==> config.mk <==
export PLATFORM = sky130hd
export DESIGN_NAME = fla_useq
export DESIGN_NICKNAME = d
export VERILOG_FILES = /design/src/sv/fla_pkg.sv /design/src/sv/fla_useq.sv
export SDC_FILE = /design/constraint.sdc
export NUM_CORES = 1
export LEC_CHECK = 0
export BUFFER_PORTS_ARGS = -buffer_cell sky130_fd_sc_hd__buf_2
export CAP_MARGIN = 15
export CELL_PAD_IN_SITES_DETAIL_PLACEMENT = 0
export CELL_PAD_IN_SITES_GLOBAL_PLACEMENT = 1
export CORE_MARGIN = 5
export CORE_UTILIZATION = 40
export CTS_BUF_LIST = sky130_fd_sc_hd__clkbuf_4
export CTS_CLUSTER_DIAMETER = 40
export DETAILED_ROUTE_END_ITERATION = 16
export PLACE_DENSITY_LB_ADDON = 0.3
export RECOVER_POWER = 50
export SYNTH_ARGS = -nofsm -noshare
export SYNTH_HDL_FRONTEND = slang
export SYNTH_SLANG_ARGS = --single-unit
==> constraint.sdc <==
create_clock -name clk_i -period 2.6 [get_ports clk_i]
set_clock_uncertainty 0.2 [all_clocks]
set_input_delay 0.13 -clock clk_i [delete_from_list [all_inputs] [get_ports clk_i]]
set_output_delay 0.13 -clock clk_i [all_outputs]
set_load 0.005 [all_outputs]
==> src/sv/fla_pkg.sv <==
// ----------------------------------------------------------------------------
// fla_pkg: shared types and microcode for the free list node allocator
// Command and status codes, port words, microcode format and program.
// ----------------------------------------------------------------------------
package fla_pkg;

  localparam int unsigned POOL_DEPTH_DEF = 1024;
  localparam int unsigned IDX_W          = 10;
  localparam int unsigned CAP_W          = 11;
  localparam logic [CAP_W-1:0] CAP_RESET = 11'd1024;

  // comparisons run at a width that holds any pool depth
  localparam int unsigned WW = 17;
  localparam logic [WW-1:0] LINK_LIMIT_MAX = 17'd65535;
  localparam logic [WW-1:0] CAP_WIDE_LIMIT = 17'd65536;
  localparam logic [WW-1:0] COUNT_MAX_W    = 17'd1023;
  localparam logic [IDX_W-1:0] COUNT_MAX   = 10'd1023;

  typedef enum logic [1:0] {
    CMD_INIT     = 2'd0,
    CMD_SHUTDOWN = 2'd1,
    CMD_ALLOC    = 2'd2,
    CMD_FREE     = 2'd3
  } cmd_e;

  typedef enum logic [1:0] {
    ST_OK     = 2'd0,
    ST_EMPTY  = 2'd1,
    ST_REJECT = 2'd2
  } status_e;

  typedef struct packed {
    cmd_e             cmd;
    logic [IDX_W-1:0] node_index;
  } req_t;

  typedef struct packed {
    logic [IDX_W-1:0] alloc_index;
    status_e          status;
    logic [IDX_W-1:0] nodes_free;
    logic             initialized;
  } res_t;

  // ---- microcode ----
  localparam int unsigned UPC_W = 4;
  typedef logic [UPC_W-1:0] upc_t;

  localparam upc_t UP_IDLE        = 4'd0;
  localparam upc_t UP_INIT_TEST   = 4'd1;
  localparam upc_t UP_INIT_SETUP  = 4'd2;
  localparam upc_t UP_INIT_GUARD  = 4'd3;
  localparam upc_t UP_INIT_LINK   = 4'd4;
  localparam upc_t UP_DONE        = 4'd5;
  localparam upc_t UP_SHUT        = 4'd6;
  localparam upc_t UP_ALLOC_TEST  = 4'd7;
  localparam upc_t UP_ALLOC_POP   = 4'd8;
  localparam upc_t UP_ALLOC_EMPTY = 4'd9;
  localparam upc_t UP_FREE_TEST   = 4'd10;
  localparam upc_t UP_FREE_PUSH   = 4'd11;
  localparam upc_t UP_FREE_REJ    = 4'd12;

  typedef enum logic [2:0] {
    C_NEXT,       // fall through
    C_ALWAYS,
    C_DISPATCH,   // on start, jump to the entry of the command
    C_READY,
    C_LIM_SMALL,
    C_LINK_MORE,
    C_HEAD_BAD,
    C_IDX_BAD
  } cond_e;

  typedef enum logic [3:0] {
    OP_NONE,
    OP_ACCEPT,
    OP_INIT_SETUP,
    OP_INIT_LINK,
    OP_SHUTDOWN,
    OP_POP,
    OP_PUSH,
    OP_SET_EMPTY,
    OP_SET_REJECT
  } op_e;

  typedef struct packed {
    cond_e cond;
    upc_t  target;
    op_e   op;
    logic  strobe;
    logic  idle;
  } uword_t;

  // what the datapath sees of the current word
  typedef struct packed {
    op_e  op;
    logic strobe;
    logic idle;
  } ctl_t;

  // condition flags from the datapath
  typedef struct packed {
    logic ready;
    logic lim_small;
    logic link_more;
    logic head_bad;
    logic idx_bad;
  } flags_t;

  function automatic uword_t ucode(input upc_t pc);
    uword_t w;
    w = '{cond: C_ALWAYS, target: UP_IDLE, op: OP_NONE, strobe: 1'b0, idle: 1'b0};
    case (pc)
      UP_IDLE:        w = '{C_DISPATCH,  UP_IDLE,        OP_ACCEPT,     1'b0, 1'b1};
      UP_INIT_TEST:   w = '{C_READY,     UP_DONE,        OP_NONE,       1'b0, 1'b0};
      UP_INIT_SETUP:  w = '{C_NEXT,      UP_IDLE,        OP_INIT_SETUP, 1'b0, 1'b0};
      UP_INIT_GUARD:  w = '{C_LIM_SMALL, UP_DONE,        OP_NONE,       1'b0, 1'b0};
      UP_INIT_LINK:   w = '{C_LINK_MORE, UP_INIT_LINK,   OP_INIT_LINK,  1'b0, 1'b0};
      UP_DONE:        w = '{C_ALWAYS,    UP_IDLE,        OP_NONE,       1'b1, 1'b0};
      UP_SHUT:        w = '{C_ALWAYS,    UP_DONE,        OP_SHUTDOWN,   1'b0, 1'b0};
      UP_ALLOC_TEST:  w = '{C_HEAD_BAD,  UP_ALLOC_EMPTY, OP_NONE,       1'b0, 1'b0};
      UP_ALLOC_POP:   w = '{C_ALWAYS,    UP_DONE,        OP_POP,        1'b0, 1'b0};
      UP_ALLOC_EMPTY: w = '{C_ALWAYS,    UP_DONE,        OP_SET_EMPTY,  1'b0, 1'b0};
      UP_FREE_TEST:   w = '{C_IDX_BAD,   UP_FREE_REJ,    OP_NONE,       1'b0, 1'b0};
      UP_FREE_PUSH:   w = '{C_ALWAYS,    UP_DONE,        OP_PUSH,       1'b0, 1'b0};
      UP_FREE_REJ:    w = '{C_ALWAYS,    UP_DONE,        OP_SET_REJECT, 1'b0, 1'b0};
      default:        w = '{C_ALWAYS,    UP_IDLE,        OP_NONE,       1'b0, 1'b0};
    endcase
    return w;
  endfunction

  function automatic upc_t entry(input cmd_e cmd);
    upc_t e;
    case (cmd)
      CMD_INIT:     e = UP_INIT_TEST;
      CMD_SHUTDOWN: e = UP_SHUT;
      CMD_ALLOC:    e = UP_ALLOC_TEST;
      CMD_FREE:     e = UP_FREE_TEST;
      default:      e = UP_IDLE;
    endcase
    return e;
  endfunction

  // link limit of a pool of the given capacity
  function automatic logic [WW-1:0] link_limit(input logic [WW-1:0] cap);
    return (cap < CAP_WIDE_LIMIT) ? cap : LINK_LIMIT_MAX;
  endfunction

endpackage

==> src/sv/fla_useq.sv <==
// ----------------------------------------------------------------------------
// fla_useq: microcode sequencer
// Step counter, control store and conditional jump logic.
// ----------------------------------------------------------------------------
module fla_useq import fla_pkg::*; (
  input  logic   clk_i,
  input  logic   rst_ni,
  input  logic   start,
  input  cmd_e   cmd_i,
  input  flags_t flags_i,
  output ctl_t   ctl_o
);

  upc_t   pc_q, pc_d;
  uword_t w;
  logic   taken;

  assign w = ucode(pc_q);
  assign ctl_o = '{op: w.op, strobe: w.strobe, idle: w.idle};

  always_comb begin
    taken = 1'b0;
    case (w.cond)
      C_NEXT:      taken = 1'b0;
      C_ALWAYS:    taken = 1'b1;
      C_DISPATCH:  taken = 1'b1;
      C_READY:     taken = flags_i.ready;
      C_LIM_SMALL: taken = flags_i.lim_small;
      C_LINK_MORE: taken = flags_i.link_more;
      C_HEAD_BAD:  taken = flags_i.head_bad;
      C_IDX_BAD:   taken = flags_i.idx_bad;
      default:     taken = 1'b1;
    endcase
  end

  always_comb begin
    if (w.cond == C_DISPATCH) begin
      pc_d = start ? entry(cmd_i) : pc_q;
    end else if (taken) begin
      pc_d = w.target;
    end else begin
      pc_d = pc_q + 4'd1;
    end
  end

  always_ff @(posedge clk_i or negedge rst_ni) begin
    if (!rst_ni) begin
      pc_q <= UP_IDLE;
    end else begin
      pc_q <= pc_d;
    end
  end

endmodule

==> results.cfg, run 1 <==
[clocking]
cts_root_buf = clkbuf_4
post_cts.repair.setup_buffers = 0
cts_tree = yes
cts_buffers = 3
cts.sinks = 4
clock_latency_ps = 240
htreeDepth = 1
cts.clk_slew.worst_paths_ps = 30
clk_path_buf_depth = 2

[pwr]
p_comb_share_pct = 82.5
seq_power_share_pct = 11.0
ir_worst_vdd_v = 0.000553
p_switching_uw = 578
leakage_uw = 0.000434
p_sw_share_pct = 48.9
intPower_uw = 604
powerDensity_mw_per_mm2 = 1300
total_power_uw = 1180
power_frac_clock_pct = 6.5

[logic_synthesis]
ys_types = 42
syn_area_um2 = 729
synth_cells = 94
synth.top_cells.by_area = ha_1 (17%), dfrtp_1 (14%), and3_1 (5.1%)
syn_nets = 114
synth_edf_count = 0
yosysTopAreaCellShare_pct = 17.2
yosys_warnings = 0
syn_avg_cell_area_um2 = 7.76
ys_ff_latch = 4
seq_area_frac_synth_pct = 13.7
async_flop_share_pct = 100
synth_top_area_cell = ha_1
synthFlopType = dfrtp_1

[critical_path]
critical_path.max_fanout = 7
worst-path-buf-inv = 0
start_kind = flip-flop
crit_chain = ha_1 -> nand2_4 -> a21o_1 -> a211oi_1 -> o21bai_1 -> a31o_1 -> o32ai_1
max_stage_delay_ps = 410
arrival_ps = 2350
critical_path_class = reg2reg
critPathRequiredTime_ps = 2530
crit_family = compound AO/OA/AOI/OAI gates
end_kind = flip-flop
slowest_stage = dfrtp_2

[drt]
routedWlPerCell_um = 13.5
viasPerCell = 5.57
drtIter0Drc = 18
firstDrtPassIters = 4
wl_um = 1900
drc = 0
antenna_left = 0
vias = 786

[sta]
hold_viol_final = 0
setup_viol = 0
tns_ps = 0
finalCriticalPeriod_ps = 2420
fin_ws_ps = 180
slew_violations = 0
worst-slew-pin-transition_ps = 350
slew_headroom_pct = 76.6
timing.fmax_mhz = 413
whs_ps = 29.6
period_share_pct = 93.1
rsz0062_at_grt = no

[finish]
fin_nets = 138
syn_to_final_growth_pct = 24.5
layout_common_cells = buf_2 (13), ha_1 (10), nand2_1 (8)
final_common_cell = buf_2
fill_cells = 190
reg.largest.list = pc_q x4
fin_util_pct = 52.6
drive_above_1_share_pct = 27.6
diodes = 0
largest_reg_flops = 4
regMostFlops = pc_q

[job]
maxCapViolations = 0

[placement]
place_ws_ps = 104
io_buffers = 15
gp_congestion = 0.930
hpwl_um = 1540

[floorplan]
rows = 15
io_pins = 16
die-area_mm2 = 0.00278
coreArea_mm2 = 0.00173
start_util_pct = 42.2
fp.dieW_um = 52.7
die_h_um = 52.7

[worst_hold_path]
min_path_type = in2reg

[global_route]
grt-ovfl-total = 0
grt_pass1_vias = 743
grtUsageTotal_pct = 15.0
antenna_found_initial = 0
grt_pass1_wl_um = 3120
grt_max_degree = 14

[outcome]
status = completed
Yosys cell counts, drive strengths merged, types with 3 or more instances:
master,instances
o21ai,5
dfrtp,4
nand2,9
inv,7
ha,10
nor2b,4
a21oi,8
nor2,3
o211ai,3
nand3,4
nor3,4
and3,6
stage by stage:
step / cells / instance area (µm²)
after floorplan: 94 / 729
after global placement: 137 / 873
after detailed placement: 137 / 873
after CTS: 141 / 906
after global routing: 141 / 908
final: 141 / 908
power by group through the flow:
| stage | registers (µW) | clock network [µW] | logic [µW] |
|---|---|---|---|
| 3_3_place_gp | 127 | 0 | 963 |
| 2_1_floorplan | 125 | 0 | 693 |
| 5_1_grt | 132 | 85.9 | 1070 |
| 3_5_place_dp | 127 | 0 | 954 |
| 6_report | 130 | 77.4 | 974 |
| 4_1_cts | 127 | 77.9 | 961 |
kinds of logic after synthesis:
| kind of cell | synth area share [%] |
|---|---|
| compound gates | 31.2 |
| fa+ha+maj | 17.2 |
| buf+inv | 6.69 |
| flops | 13.7 |
| mux | 1.54 |
| simple gates | 29.7 |
tightest hold or removal path, stage by stage:
cell and delay, ps:
buf_2 140, nand3_1 80, o311ai_1 80
area by class of cell:
type / count / area (µm²) / area share [%]
Clock buffer: 3 / 22.5 / 2.48
Multi-Input combinational cell: 80 / 584 / 64.3
Sequential cell: 4 / 101 / 11.2
Inverter: 7 / 28.8 / 3.17
Timing Repair Buffer: 22 / 140 / 15.4
Tap cell: 25 / 31.3 / 3.44
metal layers:
layer	vias to the layer above	track usage, %	wire [µm]
met5	-	0	0
met4	0	8.94	46
met3	7	1.14	72
met2	22	25.2	902
met1	361	18.4	879
li1	396	-	-
what timing repair did:
item / in CTS / in global routing
gates resized for setup: 0 / 2
hold buffers: 1 / 0
endpoints found under the hold margin: 4 / 0
setup endpoints to repair: 0 / 1
worst paths after layout:
check / start / to / slack, ps / cells after the start
max in group asynchronous: rst_ni / pc_q[0]$_DFFE_PN0P_ / 1930 / 2
hold / removal: start / pc_q[3]$_DFFE_PN0P_ / 30 / 3
setup reg to reg: pc_q[0]$_DFFE_PN0P_ / pc_q[0]$_DFFE_PN0P_ / 180 / 7
hold reg to reg: pc_q[0]$_DFFE_PN0P_ / pc_q[0]$_DFFE_PN0P_ / 510 / 2
min in group asynchronous: rst_ni / pc_q[1]$_DFFE_PN0P_ / 60 / 2
setup / recovery: pc_q[0]$_DFFE_PN0P_ / pc_q[0]$_DFFE_PN0P_ / 180 / 7
No activity file was read; power rests on OpenSTA's default activity.
==> inputs of run 2 (changes only) <==
Settings changed: REMOVE_ABC_BUFFERS set to 1.
==> run 2 against run 1 <==
  * First-iteration DRC count fell by 22%
  * Final cell count fell by 0.71%
  * Fmax fell by 3.0%
  * Clock-buffer cell count did not move
  * Register-to-register slack got worse by 80 ps
  * Critical endpoint is now pc_q[2]$_DFFE_PN0P_
  * Non-clock buffer count fell by 1
  * Via count rose by 0.76%
  * Clock power rose by 3.4%
  * Die area did not move
  * Largest power group unchanged
==> results.cfg, run 2 (synthesized netlist as in run 1, its figures left out) <==
[clocking]
cts.clk_slew.worst_paths_ps = 40
cts_buffers = 3
clk_path_buf_depth = 2
post_cts.repair.setup_buffers = 0
htreeDepth = 1
clock_latency_ps = 240
cts.sinks = 4
cts_tree = yes
cts_root_buf = clkbuf_4

[critical_path]
critical_path.max_fanout = 9
slowest_stage = dfrtp_2
start_kind = flip-flop
critPathRequiredTime_ps = 2530
worst-path-buf-inv = 1
max_stage_delay_ps = 440
crit_family = simple AND/OR/NAND/NOR gates
end_kind = flip-flop
critical_path_class = reg2reg
crit_chain = inv_1 -> ha_1 -> nor2b_1 -> a21oi_1 -> o21ai_1 -> or3_4 -> and3_1 -> o31a_1
arrival_ps = 2420

[finish]
fin_nets = 137
final_common_cell = buf_2
largest_reg_flops = 4
design_area_um2 = 891
diodes = 0
syn_to_final_growth_pct = 22.1
layout_common_cells = buf_2 (14), ha_1 (10), nand2_1 (8), a21oi_1 (7)
regMostFlops = pc_q
drive_above_1_share_pct = 27.8
reg.largest.list = pc_q x4
fin_util_pct = 51.6

[floorplan]
fp.dieW_um = 52.7
die_h_um = 52.7
io_pins = 16
start_util_pct = 42.2
rows = 15
die-area_mm2 = 0.00278
coreArea_mm2 = 0.00173

[pwr]
ir_worst_vdd_v = 0.000508
powerDensity_mw_per_mm2 = 1290
total_power_uw = 1150
leakage_uw = 0.000428

[outcome]
status = completed

[drt]
drtIter0Drc = 14
drc = 0
vias = 792
viasPerCell = 5.66
firstDrtPassIters = 4
wl_um = 1900
routedWlPerCell_um = 13.5
antenna_left = 0

[sta]
period_share_pct = 96.0
worst-slew-pin-transition_ps = 332
slew_headroom_pct = 77.8
slew_violations = 0
timing.fmax_mhz = 401
setup_viol = 0
finalCriticalPeriod_ps = 2500
hold_viol_final = 0

[job]
maxCapViolations = 0

[global_route]
gr-usage-met2_pct = 24.6
antenna_found_initial = 0
busiest_layer = met2
grtUsageTotal_pct = 14.7
grt_pass1_vias = 714
grt-ovfl-total = 0
grt_pass1_wl_um = 3040
grt_util_met3_pct = 0.855
met1_usage_pct = 18.3
grt_max_degree = 18

[worst_hold_path]
min_path_type = in2reg

[placement]
io_buffers = 15
place_area_um2 = 853
gp_congestion = 0.910
hpwl_um = 1480
## run 2: changes by cell type in the layout (fill, tap and decap cells not counted), sizes merged
cell    before  now
clkbuf       5    4
## run 2: where the power goes
| part | switching, µW | internal [µW] |
|---|---|---|
| clock | 28.1 | 51.8 |
| combinational | 501 | 433 |
| sequential | 38.4 | 95.7 |
| total | 568 | 581 |
## run 2: path summary, 6_finish.rpt
path | from | to | slack [ps] | cells past startpoint
max | pc_q[1]$_DFFE_PN0P_ | pc_q[2]$_DFFE_PN0P_ | 100 | 8
min | start | pc_q[3]$_DFFE_PN0P_ | 50 | 3
max reg2reg | pc_q[1]$_DFFE_PN0P_ | pc_q[2]$_DFFE_PN0P_ | 100 | 8
min reg2reg | pc_q[0]$_DFFE_PN0P_ | pc_q[0]$_DFFE_PN0P_ | 470 | 2
max in group asynchronous | rst_ni | pc_q[1]$_DFFE_PN0P_ | 1910 | 2
min in group asynchronous | rst_ni | pc_q[2]$_DFFE_PN0P_ | 70 | 2
## run 2: stage by stage
| step | std cells | setup WS (ps) | hold slack, ps | TNS, ps |
|---|---|---|---|---|
| final | 140 | 104 | 50.9 | 0 |
| after floorplan | 91 | 235 | -366 | 0 |
| after CTS | 140 | 32.5 | 25.5 | 0 |
| after detailed placement | 136 | 39.8 | -255 | 0 |
| after global routing | 140 | -2.92 | 84.8 | -2.92 |
| after global placement | 136 | 155 | -260 | 0 |
## run 2: cell type report
class | instances | area [µm²]
clock buffers | 3 | 22.5
fillers | 191 | 836
inverters | 7 | 28.8
multi-input cells | 80 | 586
flip-flops and latches | 4 | 101
well taps | 25 | 31.3
repair buffers | 21 | 121
## run 2: worst min-delay path, delay by kind of cell
kind	cells	cell delay, ps
buffers and inverters	1	140
AOI/OAI and AO/OA	1	90
and+or+nand+nor	1	90
## run 2: repair_timing
item                                    in CTS  in global routing
endpoints found under the hold margin        4                  0
resized for setup                            0                  2
hold buffers                                 1                  0
endpoints found under the setup margin       0                  2
## run 2: layer usage
layer	vias up	part of all wire [%]
met5	-	0
met4	0	1.3
met3	4	4.4
met2	18	50
met1	373	44
li1	397	-
